<file path="config.mk">
export PLATFORM = sky130hd
export DESIGN_NAME = hsv_to_rgb_converter
export DESIGN_NICKNAME = d
export VERILOG_FILES = /design/src/rtl/core/hsvrgb_pkg.sv /design/src/rtl/core/hsvrgb_sector.sv /design/src/rtl/core/hsvrgb_fxmul.sv /design/src/rtl/core/hsvrgb_route.sv /design/src/rtl/core/hsv_to_rgb_converter.sv
export SDC_FILE = /design/constraint.sdc
export NUM_CORES = 2
export LEC_CHECK = 0
export ABC_AREA = 1
export BUFFER_PORTS_ARGS = -buffer_cell sky130_fd_sc_hd__buf_4
export CORE_MARGIN = 2
export CORE_UTILIZATION = 30
export CTS_BUF_LIST = sky130_fd_sc_hd__clkbuf_8
export CTS_CLUSTER_DIAMETER = 50
export DETAILED_ROUTE_END_ITERATION = 10
export SYNTH_ARGS = -nofsm -noshare
export SYNTH_HDL_FRONTEND = slang
export SYNTH_HIERARCHICAL = 1
export SYNTH_SLANG_ARGS = --single-unit
</file>
<file path="constraint.sdc">
create_clock -name clk_i -period 9.65 [get_ports clk_i]
set_input_delay 1.93 -clock clk_i [delete_from_list [all_inputs] [get_ports clk_i]]
set_output_delay 1.93 -clock clk_i [all_outputs]
set_load 0.005 [all_outputs]
</file>
<file path="src/rtl/core/hsvrgb_pkg.sv">
// Shared types and constants for the HSV to RGB converter.
// No dependencies.
package hsvrgb_pkg;

  // Default fixed point fraction width (ONE = 2**FRAC_BITS).
  localparam int unsigned FRAC_BITS_DEF = 16;

  // Hue sector after hue*6.
  typedef enum logic [2:0] {
    SEC_RED_YEL = 3'd0,
    SEC_YEL_GRN = 3'd1,
    SEC_GRN_CYN = 3'd2,
    SEC_CYN_BLU = 3'd3,
    SEC_BLU_MAG = 3'd4,
    SEC_MAG_RED = 3'd5
  } sector_e;

  // Control that travels down the pipeline with each transaction.
  typedef struct packed {
    logic    valid;
    sector_e sector;
  } pipe_ctl_t;

endpackage

</file>
<file path="src/rtl/core/hsvrgb_sector.sv">
// First pipeline stage: hue wrap, hue*6 sector split, clamping of s and v.
// Depends on hsvrgb_pkg.
module hsvrgb_sector #(
  parameter int unsigned FracBits = hsvrgb_pkg::FRAC_BITS_DEF
) (
  input  logic                   clk_i,
  input  logic                   rst_ni,
  input  logic                   valid_i,
  input  logic [FracBits:0]      hue_i,
  input  logic [FracBits:0]      sat_i,
  input  logic [FracBits:0]      val_i,
  output hsvrgb_pkg::pipe_ctl_t  ctl_o,
  output logic [FracBits:0]      sat_o,
  output logic [FracBits:0]      val_o,
  output logic [FracBits:0]      frac_o,
  output logic [FracBits:0]      one_minus_frac_o
);

  localparam int unsigned W = FracBits + 1;
  localparam logic [W-1:0] One = W'(1) << FracBits;

  logic [FracBits-1:0] hue_wrap;
  logic [FracBits+2:0] hue6;
  logic [W-1:0]        frac;
  logic [W-1:0]        sat_cl;
  logic [W-1:0]        val_cl;

  hsvrgb_pkg::pipe_ctl_t ctl_d, ctl_q;
  logic [W-1:0] sat_q, val_q, frac_q, omf_q;

  // Bit of weight ONE dropped: hue wraps modulo one turn.
  assign hue_wrap = hue_i[FracBits-1:0];
  // hue*6 as (hue<<2) + (hue<<1)
  assign hue6 = ({1'b0, hue_wrap, 2'b00} + {2'b00, hue_wrap, 1'b0});
  assign frac = {1'b0, hue6[FracBits-1:0]};
  assign sat_cl = (sat_i > One) ? One : sat_i;
  assign val_cl = (val_i > One) ? One : val_i;

  always_comb begin
    ctl_d.valid  = valid_i;
    ctl_d.sector = hsvrgb_pkg::sector_e'(hue6[FracBits+2:FracBits]);
  end

  always_ff @(posedge clk_i or negedge rst_ni) begin
    if (!rst_ni) begin
      ctl_q <= '0;
    end else begin
      ctl_q <= ctl_d;
    end
  end

  always_ff @(posedge clk_i) begin
    sat_q  <= sat_cl;
    val_q  <= val_cl;
    frac_q <= frac;
    omf_q  <= One - frac;
  end

  assign ctl_o            = ctl_q;
  assign sat_o            = sat_q;
  assign val_o            = val_q;
  assign frac_o           = frac_q;
  assign one_minus_frac_o = omf_q;

endmodule

</file>
<file path="src/rtl/core/hsvrgb_fxmul.sv">
// Registered fixed point multiply: (a*b) >> FracBits, truncated.
// Depends on hsvrgb_pkg for the default fraction width.
module hsvrgb_fxmul #(
  parameter int unsigned FracBits = hsvrgb_pkg::FRAC_BITS_DEF
) (
  input  logic              clk_i,
  input  logic [FracBits:0] a_i,
  input  logic [FracBits:0] b_i,
  output logic [FracBits:0] prod_o
);

  localparam int unsigned W = FracBits + 1;

  logic [2*W-1:0] prod_full;
  logic [W-1:0]   prod_q;

  assign prod_full = a_i * b_i;

  always_ff @(posedge clk_i) begin
    prod_q <= prod_full[FracBits+W-1:FracBits];
  end

  assign prod_o = prod_q;

endmodule

</file>
<file path="src/rtl/core/hsvrgb_route.sv">
// Output stage: routes v, p, q, t to red/green/blue by sector and registers them.
// Depends on hsvrgb_pkg.
module hsvrgb_route #(
  parameter int unsigned FracBits = hsvrgb_pkg::FRAC_BITS_DEF
) (
  input  logic                  clk_i,
  input  logic                  rst_ni,
  input  hsvrgb_pkg::pipe_ctl_t ctl_i,
  input  logic [FracBits:0]     val_i,
  input  logic [FracBits:0]     p_i,
  input  logic [FracBits:0]     q_i,
  input  logic [FracBits:0]     t_i,
  output logic                  valid_o,
  output logic [FracBits:0]     red_o,
  output logic [FracBits:0]     green_o,
  output logic [FracBits:0]     blue_o
);

  localparam int unsigned W = FracBits + 1;

  logic [W-1:0] red_d, green_d, blue_d;
  logic [W-1:0] red_q, green_q, blue_q;
  logic         valid_q;

  always_comb begin
    unique case (ctl_i.sector)
      hsvrgb_pkg::SEC_RED_YEL: begin
        red_d = val_i; green_d = t_i;   blue_d = p_i;
      end
      hsvrgb_pkg::SEC_YEL_GRN: begin
        red_d = q_i;   green_d = val_i; blue_d = p_i;
      end
      hsvrgb_pkg::SEC_GRN_CYN: begin
        red_d = p_i;   green_d = val_i; blue_d = t_i;
      end
      hsvrgb_pkg::SEC_CYN_BLU: begin
        red_d = p_i;   green_d = q_i;   blue_d = val_i;
      end
      hsvrgb_pkg::SEC_BLU_MAG: begin
        red_d = t_i;   green_d = p_i;   blue_d = val_i;
      end
      default: begin
        red_d = val_i; green_d = p_i;   blue_d = q_i;
      end
    endcase
  end

  always_ff @(posedge clk_i or negedge rst_ni) begin
    if (!rst_ni) begin
      valid_q <= 1'b0;
    end else begin
      valid_q <= ctl_i.valid;
    end
  end

  always_ff @(posedge clk_i) begin
    red_q   <= red_d;
    green_q <= green_d;
    blue_q  <= blue_d;
  end

  assign valid_o = valid_q;
  assign red_o   = red_q;
  assign green_o = green_q;
  assign blue_o  = blue_q;

endmodule

</file>
<file path="src/rtl/core/hsv_to_rgb_converter.sv">
// Top level of the HSV to RGB pixel converter.
// Depends on hsvrgb_pkg, hsvrgb_sector, hsvrgb_fxmul and hsvrgb_route.
//
// Usage:
//   A transaction is accepted at a rising edge where start_i is high and
//   busy_o is low. busy_o is tied low: the pipeline takes one pixel every
//   clock, so a new transaction may follow in each cycle.
//   All fields are unsigned fixed point, ONE = 2**FRAC_BITS, FRAC_BITS+1 bits.
//   Hue wraps modulo one turn; saturation and brightness clamp to ONE.
//   The result appears on red_o/green_o/blue_o for exactly one cycle with
//   done_o high, once the transaction has passed all four register stages.
//   Pipeline (one register stage each):
//     1. hue*6 -> sector and fraction f, clamp s and v
//     2. s*f and s*(1-f), plus 1-s
//     3. p = v(1-s), q = v(1-sf), t = v(1-s(1-f))
//     4. sector routing into the output registers
//   Every stage holds at most one multiplier per product path.
//   Zero saturation needs no special path: p, q and t all reduce to v.
//   Throughput: one transaction per clock. Each transaction passes the four
//   register stages in order; two of the four stages are the dependent
//   multiplies. The receiver cannot stall; results are presented once and
//   never held. Reset clears all valid bits, so no stray done_o pulse
//   follows reset; payload registers are not reset.
module hsv_to_rgb_converter #(
  parameter int unsigned FRAC_BITS = hsvrgb_pkg::FRAC_BITS_DEF
) (
  input  logic               clk_i,
  input  logic               rst_ni,
  input  logic               start_i,
  output logic               busy_o,
  input  logic [FRAC_BITS:0] hue_i,
  input  logic [FRAC_BITS:0] saturation_i,
  input  logic [FRAC_BITS:0] brightness_i,
  output logic               done_o,
  output logic [FRAC_BITS:0] red_o,
  output logic [FRAC_BITS:0] green_o,
  output logic [FRAC_BITS:0] blue_o
);

  localparam int unsigned W = FRAC_BITS + 1;
  localparam logic [W-1:0] One = W'(1) << FRAC_BITS;

  // stage 1 outputs
  hsvrgb_pkg::pipe_ctl_t ctl1;
  logic [W-1:0] sat1, val1, frac1, omf1;

  // stage 2
  hsvrgb_pkg::pipe_ctl_t ctl2_q;
  logic [W-1:0] val2_q, omsat2_q;
  logic [W-1:0] sf2, somf2;

  // stage 3
  hsvrgb_pkg::pipe_ctl_t ctl3_q;
  logic [W-1:0] val3_q;
  logic [W-1:0] p3, q3, t3;

  assign busy_o = 1'b0;

  hsvrgb_sector #(.FracBits(FRAC_BITS)) u_sector (
    .clk_i            (clk_i),
    .rst_ni           (rst_ni),
    .valid_i          (start_i),
    .hue_i            (hue_i),
    .sat_i            (saturation_i),
    .val_i            (brightness_i),
    .ctl_o            (ctl1),
    .sat_o            (sat1),
    .val_o            (val1),
    .frac_o           (frac1),
    .one_minus_frac_o (omf1)
  );

  // Stage 2: s*f and s*(1-f)
  hsvrgb_fxmul #(.FracBits(FRAC_BITS)) u_mul_sf (
    .clk_i  (clk_i),
    .a_i    (sat1),
    .b_i    (frac1),
    .prod_o (sf2)
  );

  hsvrgb_fxmul #(.FracBits(FRAC_BITS)) u_mul_somf (
    .clk_i  (clk_i),
    .a_i    (sat1),
    .b_i    (omf1),
    .prod_o (somf2)
  );

  always_ff @(posedge clk_i or negedge rst_ni) begin
    if (!rst_ni) begin
      ctl2_q <= '0;
      ctl3_q <= '0;
    end else begin
      ctl2_q <= ctl1;
      ctl3_q <= ctl2_q;
    end
  end

  always_ff @(posedge clk_i) begin
    val2_q   <= val1;
    omsat2_q <= One - sat1;
    val3_q   <= val2_q;
  end

  // Stage 3: scale by v
  hsvrgb_fxmul #(.FracBits(FRAC_BITS)) u_mul_p (
    .clk_i  (clk_i),
    .a_i    (val2_q),
    .b_i    (omsat2_q),
    .prod_o (p3)
  );

  hsvrgb_fxmul #(.FracBits(FRAC_BITS)) u_mul_q (
    .clk_i  (clk_i),
    .a_i    (val2_q),
    .b_i    (One - sf2),
    .prod_o (q3)
  );

  hsvrgb_fxmul #(.FracBits(FRAC_BITS)) u_mul_t (
    .clk_i  (clk_i),
    .a_i    (val2_q),
    .b_i    (One - somf2),
    .prod_o (t3)
  );

  // Stage 4: sector routing and output registers
  hsvrgb_route #(.FracBits(FRAC_BITS)) u_route (
    .clk_i   (clk_i),
    .rst_ni  (rst_ni),
    .ctl_i   (ctl3_q),
    .val_i   (val3_q),
    .p_i     (p3),
    .q_i     (q3),
    .t_i     (t3),
    .valid_o (done_o),
    .red_o   (red_o),
    .green_o (green_o),
    .blue_o  (blue_o)
  );

endmodule
</file>
---- Word level (Yosys, flattened, before mapping) ----
Index checks and enable logic that the tools add are counted.
cells by class
  $add $sub $neg .......................... 5
  multipliers ............................. 5
  magnitude comparators ................... 2
  eq/ne operators ......................... 4
  muxes and demuxes ....................... 3
  reduce and logical (&&, ||, !) cells .... 5
operator list
  kind                                                                    count
  17-bit case mux with 3 select lines                                     3
  17-bit by 17-bit multiplier with 33-bit output                          4
  17-bit subtractor (first input constant)                                3
  17-bit > comparator (second input constant)                             2
  17-bit by 16-bit multiplier with 33-bit output                          1
  18-bit by 17-bit adder with 19-bit output                               1
  17-bit by 16-bit subtractor with 17-bit output (first input constant)   1
  2-bit OR reduction                                                      4
  3-bit by 2-bit equality test with 1-bit output (second input constant)  2
  3-bit by 1-bit equality test with 1-bit output (second input constant)  1
  3-bit equality test (second input constant)                             1
  3-bit zero test                                                         1
storage, ports and cells
  register bits after elaboration ......... 267
  bits of input ports ..................... 54
  output and inout bits ................... 53
  word-level logic and storage cells ...... 46

---- Logic depth before layout (Yosys ltp) ----
  depth after elaboration ................. 3
  depth in mapped cells ................... 32
  gate-level depth less buffers ........... 30

---- Modules after synthesis ----
Netlist, hierarchy kept.
modules (own cells, without submodules)
  module                       instances  cells each  area each (µm²)  sequential area each (µm²)
  hsvrgb_fxmul (u_mul_sf ...)  2          1,431       10,443.8         340.3
  hsvrgb_fxmul (u_mul_q)       1          1,431       10,426.2         340.3
  hsvrgb_fxmul (u_mul_p)       1          1,443       10,377.5         340.3
  hsvrgb_fxmul (u_mul_t)       1          1,432       10,368.7         340.3
  hsvrgb_sector                1          442         3,268.1          1,381.3
  hsvrgb_route                 1          466         2,855.2          1,046.0
  hsv_to_rgb_converter         1          322         2,518.7          1,221.2

---- Worst setup path before layout ----
Ideal clock, no wire load.
  kind .................................... register -> register
  start point ............................. register u_mul_sf.prod_q[0] (netlist: u_mul_sf/prod_o[0])
  end point ............................... register u_mul_q.prod_q[14] (netlist: u_mul_q/prod_o[14])
  library setup time ...................... 112 ps
  data arrival time ....................... 5,718 ps
  data required time ...................... 9,538 ps
  setup slack ............................. 3,820 ps
  stages on the path, launching flop included .. 29
  path buffers ............................ 2
  period minus slack after synthesis ...... 5,830 ps
  path through ............................ dfxtp_1 -> inv_1 -> ha_1 -> nand2_2 -> nor2_4 -> xnor2_1 -> clkbuf_1 -> clkbuf_1 -> nand2_1 -> fa_1 -> inv_1 -> fa_1 -> inv_1 -> fa_1 -> inv_1 -> fa_1 -> fa_1 -> fa_1 -> ha_1 -> nand2_2 -> inv_2 -> a21oi_4 -> nor2_2 -> nor2_2 -> nor2_2 -> nor2_2 -> nand2_1 -> nand2_1 -> nand2_1
on the way
  longest elaborated chain between the ends .. 2
ends and longest elaborated chain
  element                                         RTL line                     source
  start: declaration                              hsvrgb_fxmul.sv:15           logic [W-1:0] prod_q;
  start signal: assignment                        hsvrgb_fxmul.sv:20           prod_q <= prod_full[FracBits+W-1:FracBits];
  17-bit subtractor                               hsv_to_rgb_converter.sv:115  .b_i (One - sf2),
  17-bit by 17-bit multiplier with 33-bit output  hsvrgb_fxmul.sv:17           assign prod_full = a_i * b_i;
  net u_mul_q.prod_full[30]                       hsvrgb_fxmul.sv:14           logic [2*W-1:0] prod_full;
  end signal: assignment                          hsvrgb_fxmul.sv:20
  end: declaration                                hsvrgb_fxmul.sv:15
The timed path passes the listed nets, and every way through them passes these cells.
A chain may end at the register's enable or synchronous reset.

---- Worst setup path in the final report ----
  start point ............................. register u_mul_somf.prod_q[0] (netlist: u_mul_somf/prod_o[0])
  end point ............................... register u_mul_t.prod_q[14] (netlist: u_mul_t/prod_o[14])
on the way
  longest elaborated chain between the ends .. 2
ends and longest elaborated chain
  element                                         RTL line                     source
  start: declaration                              hsvrgb_fxmul.sv:15
  start signal: assignment                        hsvrgb_fxmul.sv:20
  17-bit subtractor                               hsv_to_rgb_converter.sv:122  .b_i (One - somf2),
  17-bit by 17-bit multiplier with 33-bit output  hsvrgb_fxmul.sv:17
  net u_mul_t.prod_full[30]                       hsvrgb_fxmul.sv:14
  end signal: assignment                          hsvrgb_fxmul.sv:20
  end: declaration                                hsvrgb_fxmul.sv:15
The timed path passes the listed nets, and every way through them passes these cells.

==> flow_summary.ini <==
[die]
dieArea_mm2 = 0.206
rows = 165
core_mm2 = 0.202
die_w_um = 454
dieHeight_um = 454
start_util_pct = 30.1
io_pins = 107

[setup_path]
startpoint_type = flop
path_cells = inv_1 > ha_1 > nand2_4 > nor2_8 > nand2_1 > nand2_1 > nand2_1 > nand2_1 > fa_1 > fa_1 > fa_1 > fa_1 > fa_1 > fa_1 > inv_1 > ha_1 > a21oi_1 > o21ai_0 > nor2_2 > nor2_2 > nor2_2 > nand2_1 > nand2_1 > nand2_1
timing.rr.start = u_mul_somf/prod_o[0]
reg2reg_setup_slack_ns = 2.14
critPathTopFamily = adder cells
path_class = reg -> reg
reg2reg_to = u_mul_t/prod_o[14]
worst-path-buf-inv = 2
required_ns = 10.24
slowest_stage = dfxtp_1
crit_fanout = 18
cp-end-kind = flop
crit_path_start = u_mul_somf/prod_o[0]
r2r_cells = 24
crit_arrival_ns = 8.10
endpoint = u_mul_t/prod_o[14]
worst_path_most_repeated_cell = nand2_1
cp_slowest_stage_delay_ns = 1.07
cp.depth = 24

[cts]
cts_tree = done
clockBufferDepth = 3
clock_latency_ns = 0.74
cts.clk_slew.worst_paths_ns = 0.06
cts-root-buf = clkbuf_8
postCtsSetupBuffers = 0
clkSinkCount = 264
htreeDepth = 2
ctsHoldBuffers = 0
numCtsBuffers = 50
cts_resized = 0

[timing]
clock_skew_ns = 0.0525
final.min_clock_period_ns = 7.51
tightest_slew_ns = 1.16
final.period_utilization_pct = 77.8
max-slew-margin-rel_pct = 21.5
postLayoutSetupSlackWorst_ns = 2.14
setup_viol = 0
slew_violations = 0
fmax_mhz = 133
finalHoldViolCount = 0
rsz0062_at_grt = no
tns_ns = 0

[global_routing]
grt_max_degree = 53
antenna_found_initial = 16
grt_pass1_wl_um = 281000
grt_pass1_vias = 53000
grtUsageTotal_pct = 17.1
overflow = 0

[synthesis]
postSynthCellCount = 8398
netlist-cell-type-count = 49
synth_edf_count = 0
yosys_warnings = 6
synth_seq_cells = 264
synthArstFlopShare_pct = 4.92
ys.flop_type = dfxtp_1
yosysSeqAreaShare_pct = 8.81
syn_area_mm2 = 0.0607
syn_avg_cell_area_um2 = 7.23

[drt]
wl_per_cell_um = 15.7
viasPerCell = 4.52
drt_iter0_markers = 2869
wl_um = 172000
vias = 49500
antenna_left = 0
dr.pass1.iters = 6
drc = 0

[finish]
layout_commonest_cell = nand2_1
most-common-layout-cells = 2,480 x nand2_1, 2,388 x inv_1, 1,106 x fa_1
final_util_pct = 32.2
fin_nets = 9931
drive_gt1_share_pct = 5.66
num-fill-cells = 21500
areaGrowthSynthToFinish_pct = 7.10

[place]
portBuffers = 104
gp_congestion = 0.922
place_hpwl_um = 136000
dp_slack_ns = 2.27

[status]
outcome = complete, no violations

[flow_run]
drv_cap = 0

[hold_path]
worst_hold_path_type = reg -> reg
==> flip-flops by register name (all words and copies together) (netlist names) <==
| signal | count |
|---|---|
| omsat2_q | 17 |
| u_mul_p/prod_o | 17 |
| u_mul_q/prod_o | 17 |
| u_mul_sf/prod_o | 17 |
| u_mul_somf/prod_o | 17 |
| u_mul_t/prod_o | 17 |
| u_route/blue_o | 17 |
| u_route/green_o | 17 |
| u_route/red_o | 17 |
| u_sector/sat_o | 17 |
| u_sector/val_o | 17 |
| val2_q | 17 |
| val3_q | 17 |
| u_sector/frac_o | 15 |
| u_sector/one_minus_frac_o | 15 |
| ctl2_q | 4 |
| ctl3_q | 4 |
| u_sector/ctl_o | 4 |
| u_route/valid_o | 1 |
==> per-layer routing <==
layer	up-vias	part of all wire, %	GRT usage, %	routed length (µm)
li1	23500	-	-	-
met1	24200	42	21.4	72800
met2	1439	48	30.0	83500
met3	335	5.4	2.02	9320
met4	6	3.9	6.36	6700
met5	-	0.018	0	31
==> cells by family (layout without fill, tap and decap cells) <==
group | count (synthesis) | in the layout | share of synthesized area (%)
adders and majority gates | 1637 | 1637 | 47.4
AOI/OAI and AO/OA | 309 | 309 | 2.75
other | 2 | 10 | 0.0124
xor gates and xnor gates | 63 | 63 | 0.983
DFF | 264 | 264 | 8.81
buffers and inverters | 2778 | 2658 | 17.3
and+or+nand+nor | 3345 | 3345 | 22.7
==> how the worst min path moves through the flow <==
stage	startpoint	to	depth (start not counted)
after detailed placement	u_sector/val_o[8]	val2_q[8]	0
after CTS	u_sector/val_o[8]	val2_q[8]	0
after global routing	u_sector/val_o[8]	val2_q[8]	0
final	u_sector/val_o[10]	val2_q[10]	0
after global placement	u_sector/val_o[1]	val2_q[1]	0
after floorplan	u_sector/val_o[0]	val2_q[0]	0
==> synth_stat cells, types with 2 or more instances <==
library cell | instances | area [µm²]
nand3_2 | 2 | 20.0
nor2_1 | 350 | 1310
a21oi_4 | 3 | 48.8
buf_4 | 10 | 75.1
dfxtp_1 | 251 | 5020
nor4_2 | 7 | 87.6
inv_2 | 24 | 90.1
o21ai_0 | 80 | 400
nor3_2 | 11 | 110
xor2_1 | 26 | 228
nand2b_1 | 4 | 25.0
nand3_1 | 245 | 1230
and2_1 | 3 | 18.8
nor3_1 | 19 | 95.1
a21oi_2 | 2 | 17.5
fa_1 | 1106 | 22100
o21bai_1 | 17 | 128
and3_1 | 5 | 31.3
xnor2_1 | 31 | 272
clkbuf_1 | 335 | 1260
a21oi_1 | 161 | 806
o21a_1 | 2 | 15.0
o21ai_1 | 29 | 145
ha_1 | 531 | 6640
nand4_1 | 57 | 357
buf_2 | 19 | 95.1
nand2_2 | 58 | 363
nor4_1 | 9 | 56.3
dfrtp_1 | 13 | 325
nand2_1 | 2480 | 9310
nor2_8 | 2 | 40.0
buf_6 | 4 | 45.0
conb_1 | 2 | 7.51
xor2_2 | 6 | 97.6
inv_1 | 2385 | 8950
nor2_4 | 23 | 259
a31oi_1 | 4 | 25.0
nand2_4 | 2 | 22.5
a21o_1 | 7 | 52.6
nor2_2 | 64 | 400
==> stage by stage <==
| stage | cell area [µm²] | hold slack (ns) | std cells |
|---|---|---|---|
| after global placement | 63800 | 0.312 | 10900 |
| after detailed placement | 63800 | 0.314 | 10900 |
| after CTS | 65000 | 0.327 | 11000 |
| final | 65000 | 0.321 | 11000 |
| after global routing | 65000 | 0.329 | 11000 |
| after floorplan | 60700 | 0.310 | 8400 |
==> area by class of cell <==
type	instances	area [µm²]	share of cell area (%)
Clock buffer	61	840	1.29
Multi-Input combinational cell	5358	44800	69.0
Inverter	2410	9050	13.9
Timing Repair Buffer	156	1180	1.82
Antenna cell	6	15.0	0.0231
Sequential cell	264	5380	8.28
Tap cell	2672	3340	5.14
Clock inverter	31	352	0.541
Power is not shown: default switching activity piles up to over one toggle a cycle in this logic, so the estimate is an artifact.
